`config.mk`:
```
export PLATFORM = sky130hd
export DESIGN_NAME = decimal_text_to_int64_parser
export DESIGN_NICKNAME = d
export VERILOG_FILES = /design/src/hdl/dtp_pkg.sv /design/src/hdl/dtp_step.sv /design/src/hdl/decimal_text_to_int64_parser.sv
export SDC_FILE = /design/constraint.sdc
export NUM_CORES = 1
export LEC_CHECK = 0
export BUFFER_PORTS_ARGS = -buffer_cell sky130_fd_sc_hd__buf_2
export CORE_UTILIZATION = 63
export DETAILED_ROUTE_END_ITERATION = 6
export PLACE_DENSITY = 0.82
export SYNTH_ARGS = -nofsm -noshare
export SYNTH_HDL_FRONTEND = slang
export SYNTH_SLANG_ARGS = --single-unit
export TNS_END_PERCENT = 1
```
`constraint.sdc`:
```
create_clock -name clk -period 9.2 [get_ports clk]
set_clock_uncertainty 0.2 [all_clocks]
set_input_delay 0.92 -clock clk [delete_from_list [all_inputs] [get_ports clk]]
set_output_delay 0.92 -clock clk [all_outputs]
set_load 0.005 [all_outputs]
```
`src/hdl/dtp_pkg.sv`:
```
`default_nettype none

package dtp_pkg;

	localparam int CODE_UNIT_BITS = 16;

	localparam logic [CODE_UNIT_BITS-1:0] CHAR_ZERO  = CODE_UNIT_BITS'(8'h30);
	localparam logic [CODE_UNIT_BITS-1:0] CHAR_NINE  = CODE_UNIT_BITS'(8'h39);
	localparam logic [CODE_UNIT_BITS-1:0] CHAR_PLUS  = CODE_UNIT_BITS'(8'h2b);
	localparam logic [CODE_UNIT_BITS-1:0] CHAR_MINUS = CODE_UNIT_BITS'(8'h2d);

	localparam logic [4:0] SIGNED_DIGITS   = 5'd19;
	localparam logic [4:0] UNSIGNED_DIGITS = 5'd20;

	// largest accumulator that can still take one more digit, and its top digit
	localparam logic [63:0] ACC_TOP       = 64'd1844674407370955161;
	localparam logic [3:0]  ACC_TOP_DIGIT = 4'd5;

	localparam logic [63:0] INT64_MIN_MAG = 64'h8000_0000_0000_0000;

	typedef struct packed {
		logic [63:0] acc;
		logic [4:0]  cnt;
		logic        neg;
		logic        failed;
		logic        at_start;
	} parse_st_t;

	localparam parse_st_t PARSE_CLEAR = '{
		acc: 64'd0, cnt: 5'd0, neg: 1'b0, failed: 1'b0, at_start: 1'b1
	};

endpackage

`default_nettype wire

```
`src/hdl/dtp_step.sv`:
```
`default_nettype none

module dtp_step (
	input  var dtp_pkg::parse_st_t                    st,
	input  wire logic [dtp_pkg::CODE_UNIT_BITS-1:0]   code_unit,
	input  wire logic                                 no_char,
	input  wire logic                                 signed_mode,
	output dtp_pkg::parse_st_t                        st_next
);
	import dtp_pkg::*;

	logic        is_sign;
	logic        is_digit;
	logic [3:0]  digit;
	logic [4:0]  limit;
	logic        ovf;
	logic [63:0] acc_x10;

	assign is_sign  = (code_unit == CHAR_PLUS) || (code_unit == CHAR_MINUS);
	assign is_digit = (code_unit >= CHAR_ZERO) && (code_unit <= CHAR_NINE);
	assign digit    = 4'(code_unit - CHAR_ZERO);
	assign limit    = signed_mode ? SIGNED_DIGITS : UNSIGNED_DIGITS;
	assign ovf      = (st.acc > ACC_TOP) || ((st.acc == ACC_TOP) && (digit > ACC_TOP_DIGIT));
	// times ten as shift and add
	assign acc_x10  = {st.acc[60:0], 3'b000} + {st.acc[62:0], 1'b0};

	always_comb begin
		st_next = st;
		if (!no_char) begin
			st_next.at_start = 1'b0;
			if (!st.failed) begin
				if (st.at_start && signed_mode && is_sign) begin
					st_next.neg = (code_unit == CHAR_MINUS);
				end else if (!is_digit || (st.cnt >= limit) || ovf) begin
					st_next.failed = 1'b1;
				end else begin
					st_next.acc = acc_x10 + {60'd0, digit};
					st_next.cnt = st.cnt + 5'd1;
				end
			end
		end
	end

endmodule

`default_nettype wire

```
`src/hdl/decimal_text_to_int64_parser.sv`:
```
`default_nettype none

// Parses a decimal string that arrives one code unit per transfer on the char
// channel and gives one result transfer (value_bits, status) for the item marked
// last. A new character is taken every cycle unless char_stall is high; the result
// of a string passes the input register, then the result register, before it shows
// on the result channel, and a last item waits in the input register only while an
// earlier result is held by result_stall. Throughput is one character per cycle when
// not stalled, set by the multiply-by-ten shift-add and its overflow compare, which
// run combinationally between the input register and the string state. signed_mode
// (reset 1) selects int64 with an optional leading sign, or uint64; write it only
// while no string is in progress. A failed parse returns zero with status 1.
module decimal_text_to_int64_parser (
	input  wire logic                                clk,
	input  wire logic                                arst_n,
	input  wire logic                                cfg_we,
	input  wire logic                                cfg_wdata,
	input  wire logic                                char_valid,
	output logic                                     char_stall,
	input  wire logic [dtp_pkg::CODE_UNIT_BITS-1:0]  code_unit,
	input  wire logic                                no_char,
	input  wire logic                                last,
	output logic                                     result_valid,
	input  wire logic                                result_stall,
	output logic [63:0]                              value_bits,
	output logic                                     status
);
	import dtp_pkg::*;

	logic                      signed_mode_q;
	logic                      valid_s1;
	logic [CODE_UNIT_BITS-1:0] code_s1;
	logic                      no_char_s1;
	logic                      last_s1;
	parse_st_t                 st_q;
	parse_st_t                 st_step;
	logic                      adv;
	logic                      fin_bad;
	logic [63:0]               fin_val;
	logic                      out_valid_q;
	logic [63:0]               value_q;
	logic                      status_q;

	dtp_step u_step (
		.st          (st_q),
		.code_unit   (code_s1),
		.no_char     (no_char_s1),
		.signed_mode (signed_mode_q),
		.st_next     (st_step)
	);

	// item in stage one leaves unless it needs the result register and that is held
	assign adv        = valid_s1 && (!last_s1 || !out_valid_q || !result_stall);
	assign char_stall = valid_s1 && !adv;

	always_comb begin
		fin_bad = st_step.failed;
		fin_val = st_step.acc;
		if (!st_step.failed && signed_mode_q) begin
			if (st_step.acc[63] && (!st_step.neg || (st_step.acc != INT64_MIN_MAG))) begin
				fin_bad = 1'b1;
			end else if (st_step.neg) begin
				fin_val = 64'd0 - st_step.acc;
			end
		end
	end

	always_ff @(posedge clk or negedge arst_n) begin
		if (!arst_n) begin
			signed_mode_q <= 1'b1;
		end else if (cfg_we) begin
			signed_mode_q <= cfg_wdata;
		end
	end

	always_ff @(posedge clk or negedge arst_n) begin
		if (!arst_n) begin
			valid_s1 <= 1'b0;
		end else if (!char_stall) begin
			valid_s1 <= char_valid;
		end
	end

	always_ff @(posedge clk) begin
		if (char_valid && !char_stall) begin
			code_s1    <= code_unit;
			no_char_s1 <= no_char;
			last_s1    <= last;
		end
	end

	always_ff @(posedge clk or negedge arst_n) begin
		if (!arst_n) begin
			st_q <= PARSE_CLEAR;
		end else if (adv) begin
			st_q <= last_s1 ? PARSE_CLEAR : st_step;
		end
	end

	always_ff @(posedge clk or negedge arst_n) begin
		if (!arst_n) begin
			out_valid_q <= 1'b0;
		end else begin
			out_valid_q <= (adv && last_s1) || (out_valid_q && result_stall);
		end
	end

	always_ff @(posedge clk) begin
		if (adv && last_s1) begin
			value_q  <= fin_bad ? 64'd0 : fin_val;
			status_q <= fin_bad;
		end
	end

	assign result_valid = out_valid_q;
	assign value_bits   = value_q;
	assign status       = status_q;

	a_fail_zero: assert property (@(posedge clk) disable iff (!arst_n)
		(out_valid_q && status_q) |-> (value_q == 64'd0))
		else $error("failed result carries a nonzero value");

	a_cnt_range: assert property (@(posedge clk) disable iff (!arst_n)
		st_q.cnt <= UNSIGNED_DIGITS)
		else $error("digit count beyond twenty");

	a_clear_after_last: assert property (@(posedge clk) disable iff (!arst_n)
		(adv && last_s1) |=> (st_q.at_start && !st_q.failed && (st_q.cnt == 5'd0)))
		else $error("string state not cleared after last");

	a_start_empty: assert property (@(posedge clk) disable iff (!arst_n)
		st_q.at_start |-> ((st_q.acc == 64'd0) && (st_q.cnt == 5'd0) && !st_q.neg))
		else $error("start state holds digits");

endmodule

`default_nettype wire
```
==> summary.md <==
| Metric | Value |
|---|---|
| Synth Instances | `1800` |
| Layout cells sized above 1 | `10.74%` |
| Die height | `155.8 µm` |
| Path type of the worst setup path | `reg2reg` |
| Rows | `55` |
| Syn Area/Cell | `8.279 µm²` |
| Clock transition at the registers of the reported paths | `0.06 ns` |
| Status | `finished with violations` |
| Antenna violations before repair | `0` |
| Area grow syn2layout | `7.464%` |
| Total track usage | `42.45%` |
| Nets | `1974` |
| Clk sink count | `158` |
| RSZ-0062 raised after global routing | `no` |
| Failing checks | `DRC` |
| Critical path capture point type | `flop` |
| Vias in the first global route | `14660` |
| Slew HR | `12.32%` |
| Post-CTS resize count | `0` |
| Setup crit end | `value_bits[22]` |
| Placeable Area | `22920 µm²` |
| CTS buffer count | `17` |
| Pin count of the biggest net entering global routing | `76` |
| Antenna-violating nets left | `0` |
| DIE AREA | `24270 µm²` |
| Lkg Pwr | `0.006917 µW` |
| Pwr dens | `101.4 nW/µm²` |
| Worst-Skew Late Latency | `0.44 ns` |
| Setup crit start | `signed_mode_q` |
| Netlist cell types | `97` |
| Final Hold Fails | `0` |
| Final Instance Area | `16010 µm²` |
| Hold Path Class | `reg2reg` |
| CTS tree | `yes` |
| Global placement routability congestion | `0.9756` |
| Max Fanout on Critical Path | `53` |
| FF+latch count, synth | `158` |
| Port bufs | `90` |
| Maximum clock rate | `0.1245 GHz` |
| R2r worst-path depth | `20` |
| IO Pins | `91` |
| Gr ovfl total | `0` |
| Via count | `15480` |
| Clock root buffer | `clkbuf_16` |
| DP Wirelength | `38380 µm` |
| Final setup vio count | `0` |
| Worst reg2reg path endpoint | `value_bits[22]` |
| First-iteration detailed-routing DRC count | `1810` |
| Routed WL | `51500 µm` |
| Fraction of registers with async set/reset | `47.47%` |
| Syn. warnings | `0` |
| Worst EP arrival | `8.04 ns` |
| Die Width | `155.8 µm` |
| Fill count | `1893` |
| Startpoint types | `flop` |
| Max VDD drop | `106.5 µV` |
| Seq/Total Area, Yosys | `29.34%` |
| Hold buffers post-CTS | `0` |
| Worst endpoint required time | `9.21 ns` |
| Routed len/inst | `23.99 µm` |
| Crit share post-route | `87.33%` |
| Max-slew violations | `0` |
| Area of the mapped netlist | `14900 µm²` |
| Crit path time final | `8.035 ns` |
| Vias/cell | `7.211` |
| First-pass GRT wire length | `79510 µm` |
| Clock Path Buffers | `2` |
| Max Cap Viol | `0` |
| Reg2reg start | `signed_mode_q` |
| Reg2Reg Setup Slack | `1.17 ns` |
| Final TNS setup | `0 ns` |
| Setup bufs post-CTS | `0` |
| Antenna fix cells | `0` |
| Synth Net Count | `1953` |
| DRC Markers | `9` |
| Ys flop type | `edfxtp_1` |
| H-tree levels | `4` |
| Starting Density | `65.03%` |
| Worst-Margin Slew | `1.310 ns` |
| Placed cell areas | `15390 µm²` |
| EDFF count, synth | `83` |
| First drt pass iteration count | `7` |
-- flip-flops by register name, indices dropped and copies added, names as in the netlist --
signal and flops:
st_q 72, value_bits 64, code_s1 16, last_s1 1, no_char_s1 1, result_valid 1, signed_mode_q 1, status 1
valid_s1 1
-- cells in the final DEF (no fill, tap or decap), types with 10 or more instances in the layout --
cell	n
nand2_1	204
nor2_1	146
a21oi_1	130
o21ai_0	130
ha_1	127
buf_2	89
edfxtp_1	83
dfrtp_1	73
nor3_1	63
nand4_1	52
nand3_1	49
a21o_1	42
mux2i_1	36
inv_1	32
or3_1	31
a31oi_1	31
nor4_1	26
o211ai_1	25
xnor2_1	24
or4_1	23
a211oi_1	20
a31o_2	19
a22o_1	19
buf_4	19
and3_1	18
and2_1	17
xor2_1	17
clkbuf_16	17
o31ai_1	16
a211o_1	14
o21a_1	13
nor4b_1	11
o21ai_1	10
-- cells in the mapped netlist (all sizes together) (27+ instances only) --
| library cell | n | area [µm²] |
|---|---|---|
| mux2i | 36 | 360.4 |
| nand3 | 49 | 245.2 |
| ha | 127 | 1589 |
| nor3 | 65 | 335.3 |
| o21ai | 144 | 739.5 |
| nor2 | 148 | 558.0 |
| buf | 42 | 266.5 |
| nand2 | 205 | 769.5 |
| dfrtp | 73 | 1827 |
| nand4 | 52 | 325.3 |
| inv | 33 | 123.9 |
| a21oi | 136 | 710.7 |
| a21o | 42 | 315.3 |
| o211ai | 27 | 212.7 |
| or3 | 31 | 193.9 |
| a31oi | 32 | 215.2 |
| edfxtp | 83 | 2492 |
| clkbuf | 64 | 241.5 |
-- how the worst min path moves through the flow --
stage,from,to,slack (ns),depth (start not counted)
final,st_q[2],st_q[2],0.33,1
after global routing,st_q[2],st_q[2],0.33,1
after CTS,st_q[2],st_q[2],0.32,1
after detailed placement,st_q[2],st_q[2],0.30,1
after global placement,st_q[2],st_q[2],0.29,1
after floorplan,st_q[7],st_q[7],0.27,2
-- cell type report --
cell class	instances	area [µm²]	area share, %
Sequential cell	158	4372	27.30
Clock inverter	14	193.9	1.211
Tap cell	313	391.6	2.446
Timing Repair Buffer	108	588.1	3.672
Inverter	33	123.9	0.7735
Clock buffer	18	429.2	2.680
Multi-Input combinational cell	1503	9916	61.92
-- power by group --
| part | internal (µW) | switching, µW | leakage (µW) | total, µW |
|---|---|---|---|---|
| sequential | 767 | 12.1 | 0.00184 | 779 |
| combinational | 21.4 | 63.3 | 0.00478 | 84.8 |
| clock | 454 | 306 | 0.000296 | 760 |
| total | 1240 | 381 | 0.00692 | 1620 |
-- per-layer routing --
layer | vias to the layer above | wire, µm | part of all wire, % | track usage (%)
met5 | - | 0 | 0 | 0
met4 | 0 | 3956 | 7.7 | 28.62
met3 | 263 | 4642 | 9.0 | 8.083
met2 | 961 | 23620 | 46 | 69.71
met1 | 7286 | 19280 | 37 | 50.56
li1 | 6972 | - | - | -
-- critical path, cell delays in order (launching register included) --
cell and delay, ns:
dfstp_2 0.59, ha_1 0.24, nand2b_1 0.14, a21o_1 0.18, a211o_1 0.29, a211oi_1 0.32
and3_1 0.55, and2_4 0.63, nor2_1 0.14, a21oi_1 0.30, ha_1 0.33, nand3b_1 0.13
or4_1 0.44, or3_1 0.37, nor4_1 0.29, o21bai_1 0.23, nor4b_1 0.33, nor4b_1 0.47
a21o_1 0.56, inv_2 0.56, a311oi_1 0.48
-- per-stage QoR --
step / power (µW) / hold WS, ns / instances / util [%] / setup slack, ns
after global placement: 873.1 / 0.2908 / 2115 / 67.16 / 1.862
after detailed placement: 874.8 / 0.3017 / 2115 / 67.16 / 1.568
after global routing: 1652 / 0.3337 / 2147 / 69.88 / 0.8496
final: 1624 / 0.3273 / 2147 / 69.88 / 1.165
after CTS: 1615 / 0.3158 / 2147 / 69.88 / 1.491
after floorplan: 828.4 / 0.2670 / 1800 / - / 1.645
-- cells by family (layout without fill, tap and decap cells) --
family,after synthesis,count (layout),share of synthesized area (%)
flip-flops,158,158,29.34
adder cells (fa/ha/maj),129,129,10.93
AO/OA/AOI/OAI,586,586,26.44
multiplexers,41,41,2.796
XOR/XNOR,41,41,2.410
buffers and inverters,139,173,4.240
AND/OR/NAND/NOR,706,706,23.85
No activity file was read; power rests on OpenSTA's default activity.
